==> src/design/gcd_pkg.sv <==
// ----------------------------------------------------------------------------
// gcd_pkg
// Shared constants for the great-circle distance pipeline: fixed-point
// formats, reciprocal constants and the CORDIC arctangent table.
// ----------------------------------------------------------------------------
package gcd_pkg;

    // CORDIC datapath widths
    localparam int ROT_W = 32;          // rotation x, y, z
    localparam int VEC_W = 34;          // vectoring x, y
    localparam int ANG_W = 32;          // phase angle, 2^32 per turn
    localparam int ATAN_LEN = 40;

    // square root chain: 62-bit radicand, 31-bit root
    localparam int SQ_VW = 62;
    localparam int SQ_RW = 31;
    localparam int SQ_MW = 33;

    // haversine term a in Q30, range [0, 2^30]
    localparam int A_W = 31;
    localparam logic [A_W-1:0] ONE_Q30 = 31'h4000_0000;

    localparam logic signed [ROT_W-1:0] CORDIC_GAIN = 32'sd652032874;

    // degree-to-phase conversion: divide by 45
    localparam int MAG_W = 30;
    localparam int QUO_W = 25;
    localparam int REM_W = 6;
    localparam logic [29:0] DIV_RECIP = 30'd763549742;   // ceil(2^35/45)
    localparam int DIV_RECIP_SH = 35;
    localparam logic [18:0] FRAC_RECIP = 19'd372828;     // ceil(2^24/45)
    localparam int FRAC_RECIP_SH = 24;
    localparam logic [5:0] DIV_K = 6'd45;
    localparam logic [4:0] DIV_HALF = 5'd22;

    // radians-per-phase scaling
    localparam logic [33:0] PI_Q32 = 34'd13493037705;
    localparam int RAD_W = 13;
    localparam logic [RAD_W-1:0] RADIUS_RST = 13'd6371;
    localparam int DIST_W = 25;

    localparam logic [ANG_W-1:0] ATAN_TABLE [ATAN_LEN] = '{
        32'd536870912, 32'd316933406, 32'd167458907, 32'd85004756,
        32'd42667331,  32'd21354465,  32'd10679838,  32'd5340245,
        32'd2670163,   32'd1335087,   32'd667544,    32'd333772,
        32'd166886,    32'd83443,     32'd41722,     32'd20861,
        32'd10430,     32'd5215,      32'd2608,      32'd1304,
        32'd652,       32'd326,       32'd163,       32'd81,
        32'd41,        32'd20,        32'd10,        32'd5,
        32'd3,         32'd1,         32'd1,         32'd0,
        32'd0,         32'd0,         32'd0,         32'd0,
        32'd0,         32'd0,         32'd0,         32'd0
    };

endpackage

==> src/design/gcd_sqrt_cell.sv <==
// ----------------------------------------------------------------------------
// gcd_sqrt_cell
// One step of a digit-by-digit integer square root: one root bit per cell.
// ----------------------------------------------------------------------------
module gcd_sqrt_cell (
    input  logic                       i_clk,
    input  logic                       i_en,
    input  logic [gcd_pkg::SQ_VW-1:0]  i_v,
    input  logic [gcd_pkg::SQ_RW-1:0]  i_root,
    input  logic [gcd_pkg::SQ_MW-1:0]  i_rem,
    output logic [gcd_pkg::SQ_VW-1:0]  o_v,
    output logic [gcd_pkg::SQ_RW-1:0]  o_root,
    output logic [gcd_pkg::SQ_MW-1:0]  o_rem
);

    localparam int TW = gcd_pkg::SQ_MW + 2;

    logic [gcd_pkg::SQ_VW-1:0] r_v;
    logic [gcd_pkg::SQ_RW-1:0] r_root;
    logic [gcd_pkg::SQ_MW-1:0] r_rem;
    logic [TW-1:0]             w_acc, w_trial;

    assign w_acc   = {i_rem, i_v[gcd_pkg::SQ_VW-1 -: 2]};
    assign w_trial = TW'({i_root, 2'b01});

    always_ff @(posedge i_clk) begin
        if (i_en) begin
            r_v <= i_v << 2;
            if (w_acc >= w_trial) begin
                r_rem  <= gcd_pkg::SQ_MW'(w_acc - w_trial);
                r_root <= {i_root[gcd_pkg::SQ_RW-2:0], 1'b1};
            end else begin
                r_rem  <= gcd_pkg::SQ_MW'(w_acc);
                r_root <= {i_root[gcd_pkg::SQ_RW-2:0], 1'b0};
            end
        end
    end

    assign o_v    = r_v;
    assign o_root = r_root;
    assign o_rem  = r_rem;

endmodule

==> config.mk <==
export PLATFORM = sky130hd
export DESIGN_NAME = gcd_sqrt_cell
export DESIGN_NICKNAME = d
export VERILOG_FILES = /design/src/design/gcd_pkg.sv /design/src/design/gcd_sqrt_cell.sv
export SDC_FILE = /design/constraint.sdc
export NUM_CORES = 1
export LEC_CHECK = 0
export ABC_CLOCK_PERIOD_IN_PS = 3700
export BUFFER_PORTS_ARGS = -buffer_cell sky130_fd_sc_hd__buf_2
export CORE_ASPECT_RATIO = 1.4
export CORE_UTILIZATION = 49
export DETAILED_ROUTE_END_ITERATION = 12
export GPL_ROUTABILITY_DRIVEN = 0
export GPL_TIMING_DRIVEN = 0
export HOLD_SLACK_MARGIN = 0.05
export MAX_ROUTING_LAYER = met4
export PLACE_DENSITY = 0.79
export SLEW_MARGIN = 25
export SYNTH_ARGS = -nofsm -noshare
export SYNTH_HDL_FRONTEND = slang
export SYNTH_SLANG_ARGS = --single-unit
==> constraint.sdc <==
create_clock -name i_clk -period 3.7 [get_ports i_clk]
set_clock_uncertainty 0.15 [all_clocks]
set_input_delay 0.37 -clock i_clk [delete_from_list [all_inputs] [get_ports i_clk]]
set_output_delay 0.37 -clock i_clk [all_outputs]
set_load 0.05 [all_outputs]
==> After elaboration in Yosys (flattened, before gate mapping) <==
Cells that the tools add are included.
{ "word_totals": {"register_bits": 124, "in_bits": 128, "wordCells": 7} }
{ "op_classes": {"addsub": 1, "n_lt_le_gt_ge": 1, "mux": 2} }
{ "op_table": {"columns": ["cell", "n"], "rows": [
  ["greater-or-equal comparator 35 x 33 -> 1 bit", 1],
  ["2-to-1 mux 33 bit", 1],
  ["subtractor 33 bit", 1],
  ["2-to-1 mux 1 bit", 1]
]} }

==> Longest topological paths before layout <==
Gate-level depths: netlist of the first run.
{ "depth": {"depth_word": 2, "depth_mapped": 14} }

==> Worst setup path before layout of the first run <==
Ideal clock, no wire load.
{ "synth_timing": {"path_type": "in2reg", "start": "input port i_root[30] (netlist name)", "end": "register r_rem (netlist bit o_rem[10]) (data pin)", "arrival_time_ps": 2535, "slack_ps": 755, "cell_stages": 12, "n_path_buf": 3, "path_cell_list": "inv_1 > ha_1 > nor3b_2 > nand4_1 > or4_1 > o21a_1 > buf_6 > o21a_4 > buf_12 > inv_12 > buf_12 > mux2_4"} }
{ "synth_between": {"elab_chain_cells": 2} }
{ "synth_lines": {"columns": ["item", "line", "rtl"], "rows": [
  ["start, declared", "gcd_sqrt_cell.sv:9", "input logic [gcd_pkg::SQ_RW-1:0] i_root,"],
  ["greater-or-equal comparator 35 x 33 -> 1 bit", "gcd_sqrt_cell.sv:29", "if (w_acc >= w_trial) begin"],
  ["2-to-1 mux 33 bit", "gcd_sqrt_cell.sv:29", null],
  ["end signal, assigned", "gcd_sqrt_cell.sv:30", "r_rem <= gcd_pkg::SQ_MW'(w_acc - w_trial);"],
  ["end signal, assigned", "gcd_sqrt_cell.sv:33", "r_rem <= gcd_pkg::SQ_MW'(w_acc);"],
  ["end, declared", "gcd_sqrt_cell.sv:20", "logic [gcd_pkg::SQ_MW-1:0] r_rem;"]
]} }
No other way between the ends.
A chain may end at the register's enable or synchronous reset.

==> Final worst setup path of the first run <==
{ "layout_timing": {"start": "input port i_root[12] (netlist name)", "end": "register r_rem (netlist bit o_rem[21]) (data pin)"} }
{ "layout_between": {"elab_chain_cells": 2, "elab_cells_between_ends": 3} }
{ "layout_lines": {"columns": ["item", "line"], "rows": [
  ["subtractor 33 bit / greater-or-equal comparator 35 x 33 -> 1 bit (equally long branches)", "gcd_sqrt_cell.sv:30, gcd_sqrt_cell.sv:29"],
  ["2-to-1 mux 33 bit (*)", "gcd_sqrt_cell.sv:29"]
]} }
Mark *: on every way between the ends. The rest lies on a longest branch, timed or not.

==> flow_summary.rst, run 1 <==
.. list-table::
   :header-rows: 1

   * - Metric
     - Value
   * - Final setup violating endpoints
     - 0
   * - Cell area power density
     - roughly 540 mW/mm²
   * - Number of vias per cell after detailed routing
     - just under 6
   * - Synthesized netlist cell count
     - about 500
   * - Final sum of negative setup slack
     - 0 ns
   * - CP max stage delay
     - 0.56 ns
   * - Main synth FF type
     - sky130_fd_sc_hd__edfxtp_1
   * - Outcome
     - finished, final reports clean
   * - Largest fanout of any net on the critical path
     - 10
   * - Count of boundary I/O pins
     - 254
   * - Fmax
     - 0.275 GHz
   * - Average wire per standard cell
     - 22.7 µm
   * - Clk sinks
     - 124
   * - Min-delay worst type
     - input pin to register
   * - Via count of the first global-routing pass
     - between 6,000 and 7,000
   * - Worst-case hold path end point
     - o_rem[22]$_DFFE_PP_
   * - Crit start category
     - input pin
   * - DP Wirelength
     - about 13,000 µm
   * - Static leakage
     - 4.23 nW
   * - Unrepaired setup endpoints after global routing
     - false
   * - Top-area cell type share of the netlist area
     - between 50% and 60%
   * - Floorplan die area
     - around 0.014 mm²
   * - Buffering stage count on the worst path with inverters included
     - 7
   * - Cell type with the largest total area after synthesis
     - sky130_fd_sc_hd__edfxtp_1
   * - Via total after detailed routing
     - around 6,100
   * - CTS tree
     - built
   * - Number of CTS-inserted buffers
     - 17
   * - Initial core utilization
     - 50.4%
   * - Initial DRC count
     - just over 700
   * - Maximum ir drop on the vdd rail
     - approximately 300 µV
   * - Hold Startpoint
     - i_rem[20]
   * - DR DRC count
     - 0
   * - Global-route wire length before repair
     - between 30,000 and 40,000 µm
   * - Number of nets in the layout
     - roughly 1,000
   * - Die Span X
     - 99.3 µm
   * - Leading cell type by number of instances after synthesis
     - sky130_fd_sc_hd__edfxtp_1
   * - Growth of design area from synthesis to finish
     - 47.6%
   * - Router iterations before antenna repair
     - 7
   * - Number of enable-type register cells in the synthesized netlist
     - 124
   * - Synth Register Bits
     - around 120
   * - Worst slew pin tran
     - slightly above 0.6 ns
   * - Total global routing track utilization
     - ~34%
   * - Maximum Capacitance Violations
     - 0
   * - Number of antenna violations at the first check in global routing
     - 2
   * - Cell with the biggest individual delay on the critical path
     - sky130_fd_sc_hd__dlygate4sd3_1
   * - Fill cell total of the finished layout
     - 772
   * - Share of final-layout standard cells stronger than drive strength 1
     - between 30% and 40%
   * - Worst Slack Setup Final
     - a little under 0.06 ns
   * - WL final
     - around 24,000 µm
   * - Unique cell type count in the Yosys netlist
     - 60
   * - Most numerous cell types in the synthesized netlist
     - sky130_fd_sc_hd__edfxtp_1, sky130_fd_sc_hd__inv_1, sky130_fd_sc_hd__a21oi_1
   * - Hold path cells
     - 2
   * - Post-route fraction of the period consumed by the critical path
     - 98.4%
   * - Final number of hold-violating endpoints
     - 0
   * - Critical Path End Type
     - register
   * - CORE AREA
     - 0.0129 mm²
   * - Warnings from Yosys
     - 0
   * - Floorplan row count
     - between 40 and 50
   * - Cell types with the largest area share after synthesis
     - sky130_fd_sc_hd__edfxtp_1, sky130_fd_sc_hd__ha_1, sky130_fd_sc_hd__mux2_4
   * - CP Cell Sequence
     - dlygate4sd3_1 -> buf_2 -> inv_1 -> ha_1 -> buf_6 -> a21oi_2 -> o21ai_0 -> a21oi_1 -> o2111ai_4 -> a41oi_4 -> o21a_4 -> buf_12 -> inv_12 -> buf_12 -> mux2_4
   * - Most repeated library cell on the critical path
     - sky130_fd_sc_hd__buf_12
   * - Clock period minus final worst setup slack
     - about 3.6 ns
   * - Share of synthesized area occupied by flip-flops and latches
     - approximately 57%
   * - Tightest slew margin relative to the limit
     - between 50% and 60%
   * - Buffer type at the clock tree root
     - sky130_fd_sc_hd__clkbuf_16
   * - Max-slew violation total from the final report
     - 0
   * - Height of the die
     - 138 µm
   * - Number of nets still failing antenna checks after routing
     - 0
   * - CTS H-Tree Depth
     - 4
   * - Total power
     - 0.00514 W
   * - Arr. time, crit path
     - approximately 3.7 ns
   * - Worst-path clk slew
     - around 0.07 ns
   * - Post-synthesis instance area
     - approximately 0.0065 mm²
   * - IO Port Bufs
     - around 250
   * - Maximum number of pins on one net before global-route repair
     - 72
   * - Tightest hold margin
     - approximately 0.12 ns
   * - Fraction of registers with async set/reset
     - 0%
   * - CP Data Required Time
     - roughly 3.7 ns
   * - Total congestion overflow after global routing
     - 0
   * - Largest buffer count on any clock path
     - 2
   * - Worst setup timing slack at the placement stage
     - 0.268 ns
   * - Syn avg cell area
     - around 13 µm²
   * - Path type of the worst setup path
     - input pin to register
   * - Cell class contributing the biggest share of worst-path delay
     - compound AO/OA/AOI/OAI gates
   * - Worst setup path startpoint
     - i_root[12]
[how the worst max path moves through the flow]
stage                     slack (ns)  depth (start not counted)                   to
after floorplan                 0.76                         12  o_rem[10]$_DFFE_PP_
after detailed placement        0.27                         13  o_rem[29]$_DFFE_PP_
after global placement          0.31                         13  o_rem[29]$_DFFE_PP_
final                           0.06                         15  o_rem[21]$_DFFE_PP_
after CTS                       0.15                         14  o_rem[29]$_DFFE_PP_
after global routing            0.01                         15  o_rem[21]$_DFFE_PP_
[per-stage QoR]
stage,instance area (µm²),instances,utilization (%)
3_5_place_dp,7980,919,62.0
5_1_grt,9580,1046,74.4
3_3_place_gp,7940,918,61.7
4_1_cts,9540,1041,74.1
2_1_floorplan,6490,514,-
6_report,9580,1046,74.4
[report_power, final]
group	total (W)	switching, W	internal (W)
sequential	0.00177	0.0000520	0.00172
combinational	0.00143	0.000973	0.000456
clock	0.00194	0.000720	0.00122
[routing by layer]
metal / global-route usage (%) / wire [µm] / up-vias
li1: - / - / 2664
met1: 37.2 / 8390 / 2864
met2: 56.5 / 11600 / 501
met3: 9.71 / 2520 / 119
met4: 15.7 / 1220 / 0
met5: - / 0 / -
[sequential cells by signal, indices dropped and copies added (netlist names)]
signal and cells:
o_rem 33, o_root 31, o_v 60
[placed cells by master, fill, tap and decap left out, types with 7 or more instances in the layout]
| master | Yosys | final |
|---|---|---|
| sky130_fd_sc_hd__buf_2 | 5 | 255 |
| sky130_fd_sc_hd__xnor2_1 | 22 | 22 |
| sky130_fd_sc_hd__mux2_4 | 18 | 18 |
| sky130_fd_sc_hd__dlygate4sd3_1 | 0 | 90 |
| sky130_fd_sc_hd__nand3_1 | 12 | 12 |
| sky130_fd_sc_hd__nand2_1 | 30 | 30 |
| sky130_fd_sc_hd__nor3_1 | 11 | 11 |
| sky130_fd_sc_hd__o21a_1 | 7 | 7 |
| sky130_fd_sc_hd__edfxtp_1 | 124 | 124 |
| sky130_fd_sc_hd__o211ai_1 | 10 | 10 |
| sky130_fd_sc_hd__a21oi_1 | 37 | 37 |
| sky130_fd_sc_hd__nor2_1 | 27 | 27 |
| sky130_fd_sc_hd__o21ai_0 | 20 | 20 |
| sky130_fd_sc_hd__inv_1 | 50 | 50 |
| sky130_fd_sc_hd__clkbuf_16 | 0 | 17 |
| sky130_fd_sc_hd__ha_1 | 33 | 33 |
[repair_timing]
action,4_1_cts,5_1_grt
resized for setup,0,4
setup endpoints to repair,0,20
hold buffers,90,0
buffers inserted,0,2
hold endpoints to repair,90,0
[cells by family (layout without fill, tap and decap cells)]
kind of cell    Yosys count  in the layout  share of synthesized area (%)
mux                      28             28                           5.82
flops                   124            124                           57.4
simple gates            111            111                           8.37
xor+xnor                 24             24                           3.24
buf+inv                  65            441                           5.15
other cells               1              5                         0.0578
fa+ha+maj                33             33                           6.36
compound gates          127            127                           13.6
[area by class of cell]
type | count | area, µm² | share of cell area (%)
flip-flops and latches | 124 | 3720 | 38.9
repair buffers | 344 | 2210 | 23.0
plain buffers | 14 | 130 | 1.36
clock inverters | 14 | 230 | 2.40
diodes | 3 | 7.51 | 0.0783
multi-input cells | 325 | 2460 | 25.7
inverters | 51 | 204 | 2.13
clock buffers | 18 | 429 | 4.48
well taps | 153 | 191 | 2.00
Note: power is estimated with default switching activity, not from simulation.
==> inputs of run 2 (changes only) <==
--- a/config.mk
+++ b/config.mk
@@ -15,6 +15,7 @@
 export HOLD_SLACK_MARGIN = 0.05
 export MAX_ROUTING_LAYER = met4
 export PLACE_DENSITY = 0.79
+export SETUP_SLACK_MARGIN = 0.1
 export SLEW_MARGIN = 25
 export SYNTH_ARGS = -nofsm -noshare
 export SYNTH_HDL_FRONTEND = slang
==> flow_summary.rst, run 2 (synthesized netlist as in run 1, its figures left out) <==
.. list-table::
   :header-rows: 1

   * - Metric
     - Value
   * - Outcome
     - finished, final reports clean
   * - Via total after detailed routing
     - 6,130 (-0.29%)
   * - Tightest slew margin relative to the limit
     - 58.2% (-1.0 points)
   * - Clk sinks
     - 124 (unchanged)
   * - Share of power burned in the clock network
     - 37.5% (-0.2 points)
   * - Max reg flops
     - 60 (unchanged)
   * - Cell with the biggest individual delay on the critical path
     - sky130_fd_sc_hd__dlygate4sd3_1
   * - NetSw
     - 0.00174 W (-0.49%)
   * - Static leakage
     - 4.23 nW (+0.19%)
   * - Share of final-layout standard cells stronger than drive strength 1
     - 38.3% (+0.48 points)
   * - Crit start category
     - input pin
   * - DP Wirelength
     - 13,500 µm (unchanged)
   * - DR DRC count
     - 0 (unchanged)
   * - Maximum number of pins on one net before global-route repair
     - 72 (unchanged)
   * - Buffer type at the clock tree root
     - sky130_fd_sc_hd__clkbuf_16
   * - Number of nets in the layout
     - 1,040 (+0.19%)
   * - Final core utilization
     - 74.6% (+0.18 points)
   * - WL final
     - 23,500 µm (-1.0%)
   * - Total global routing track utilization
     - 33.9% (unchanged)
   * - Growth of design area from synthesis to finish
     - 48.0%
   * - CORE AREA
     - 0.0129 mm² (unchanged)
   * - Via count of the first global-routing pass
     - 6,085 (unchanged)
   * - CTS H-Tree Depth
     - 4 (unchanged)
   * - Proportion of total power due to net switching
     - 33.8% (-0.13 points)
   * - Register share of total power
     - 34.5% (about the same)
   * - Tightest hold margin
     - 0.128 ns (+0.00320 ns)
   * - Final sum of negative setup slack
     - 0 ns (unchanged)
   * - Final number of hold-violating endpoints
     - 0 (unchanged)
   * - Final setup violating endpoints
     - 0 (unchanged)
   * - Global-route wire length before repair
     - 33,800 µm (unchanged)
   * - Maximum ir drop on the vdd rail
     - 300 µV (+0.31%)
   * - CP max stage delay
     - 0.57 ns (about the same)
   * - Worst slew pin tran
     - 0.628 ns (+0.0213 ns)
   * - Floorplan row count
     - 49 (unchanged)
   * - Largest fanout of any net on the critical path
     - 10 (unchanged)
   * - Router iterations before antenna repair
     - 9 (+2)
   * - CP Data Required Time
     - 3.72 ns (about the same)
   * - Die Span X
     - 99.3 µm (unchanged)
   * - Count of non-filler cells in the finished layout
     - 1,047 (+0.096%)
   * - Number of CTS-inserted buffers
     - 17 (unchanged)
   * - Cell area power density
     - 534 mW/mm² (-0.34%)
   * - Unrepaired setup endpoints after global routing
     - false
   * - Number of nets still failing antenna checks after routing
     - 0 (unchanged)
   * - Total congestion overflow after global routing
     - 0 (unchanged)
   * - Critical Path End Type
     - register
   * - IO Port Bufs
     - 251 (unchanged)
   * - Worst-path clk slew
     - 0.07 ns (about the same)
   * - Min-delay worst type
     - input pin to register
   * - Most common library cell in the layout ignoring fill and taps
     - sky130_fd_sc_hd__buf_2
   * - Maximum Capacitance Violations
     - 0 (unchanged)
   * - CTS tree
     - built
   * - Post-route fraction of the period consumed by the critical path
     - 96.6% (-1.8 points)
   * - Floorplan die area
     - 0.0137 mm² (unchanged)
   * - CP Cell Sequence
     - dlygate4sd3_1 -> buf_2 -> inv_1 -> ha_1 -> buf_2 -> nand4_1 -> nor2_1 -> nand3_1 -> o2111ai_4 -> a41oi_4 -> o21a_4 -> buf_12 -> inv_12 -> buf_12 -> mux2_4
   * - Arr. time, crit path
     - 3.59 ns (-0.07 ns)
   * - Max-slew violation total from the final report
     - 0 (unchanged)
   * - Clock period minus final worst setup slack
     - 3.58 ns (-0.0658 ns)
   * - Number of antenna violations at the first check in global routing
     - 2 (unchanged)
   * - Largest buffer count on any clock path
     - 2 (unchanged)
   * - Average wire per standard cell
     - 22.4 µm (-1.1%)
   * - Logic gate share of total power
     - 27.9% (about the same)
   * - Path type of the worst setup path
     - input pin to register
   * - Initial DRC count
     - 666 (-7.1%)
   * - Internal cell power
     - 0.00340 W (+0.11%)
   * - Most used cells in the layout excluding fill and tap cells
     - sky130_fd_sc_hd__buf_2, sky130_fd_sc_hd__edfxtp_1, sky130_fd_sc_hd__dlygate4sd3_1
   * - Cell class contributing the biggest share of worst-path delay
     - buffers and inverters
   * - Placed cell count
     - 919 (unchanged)
   * - Fill cell total of the finished layout
     - 773 (+0.13%)
   * - Fmax
     - 0.280 GHz (+1.8%)
   * - Count of boundary I/O pins
     - 254 (unchanged)
   * - Buffering stage count on the worst path with inverters included
     - 7 (unchanged)
   * - Height of the die
     - 138 µm (unchanged)
   * - Number of vias per cell after detailed routing
     - 5.85 (-0.39%)
   * - Initial core utilization
     - 50.4% (unchanged)
-- run 2: metal layers --
layer	share of wire [%]	track usage, %	vias to the layer above
li1	-	-	2665
met1	35	37.2	2834
met2	49	56.5	503
met3	11	9.71	128
met4	5.5	15.7	0
met5	0	-	-
-- run 2: power groups by stage --
| stage | registers (W) | clock network, W | logic [W] |
|---|---|---|---|
| 3_3_place_gp | 0.00178 | 0 | 0.00124 |
| 6_report | 0.00177 | 0.00193 | 0.00143 |
| 4_1_cts | 0.00176 | 0.00189 | 0.00136 |
| 2_1_floorplan | 0.00229 | 0 | 0.000433 |
| 3_5_place_dp | 0.00178 | 0 | 0.00127 |
| 5_1_grt | 0.00178 | 0.00199 | 0.00149 |
-- run 2: area by class of cell --
cell class | instances | area (µm²) | area share, %
repair buffers | 346 | 2220 | 23.1
flip-flops and latches | 124 | 3720 | 38.8
plain buffers | 14 | 130 | 1.35
clock inverters | 14 | 230 | 2.40
clock buffers | 18 | 429 | 4.47
multi-input cells | 325 | 2470 | 25.7
inverters | 51 | 204 | 2.12
diodes | 2 | 5.00 | 0.0521
well taps | 153 | 191 | 1.99
-- run 2: path summary, 6_finish.rpt --
kind	start	endpoint	slack (ns)	depth (start not counted)
worst min-delay path	i_rem[28]	o_rem[30]$_DFFE_PP_	0.13	2
worst max-delay path	i_root[13]	o_rem[19]$_DFFE_PP_	0.12	15
-- run 2: stage by stage --
stage | setup WS, ns | area [µm²] | power (W)
6_report | 0.124 | 9610 | 0.00513
5_1_grt | 0.0311 | 9610 | 0.00526
4_1_cts | 0.151 | 9540 | 0.00500
3_5_place_dp | 0.268 | 7980 | 0.00305
3_3_place_gp | 0.314 | 7940 | 0.00303
2_1_floorplan | 0.755 | 6490 | 0.00272
-- run 2: repair_timing --
| item | in CTS | in global routing |
|---|---|---|
| hold endpoints to repair | 90 | 0 |
| setup buffers | 0 | 4 |
| endpoints found under the setup margin | 0 | 25 |
| gates resized for setup | 0 | 7 |
| hold buffers | 90 | 0 |
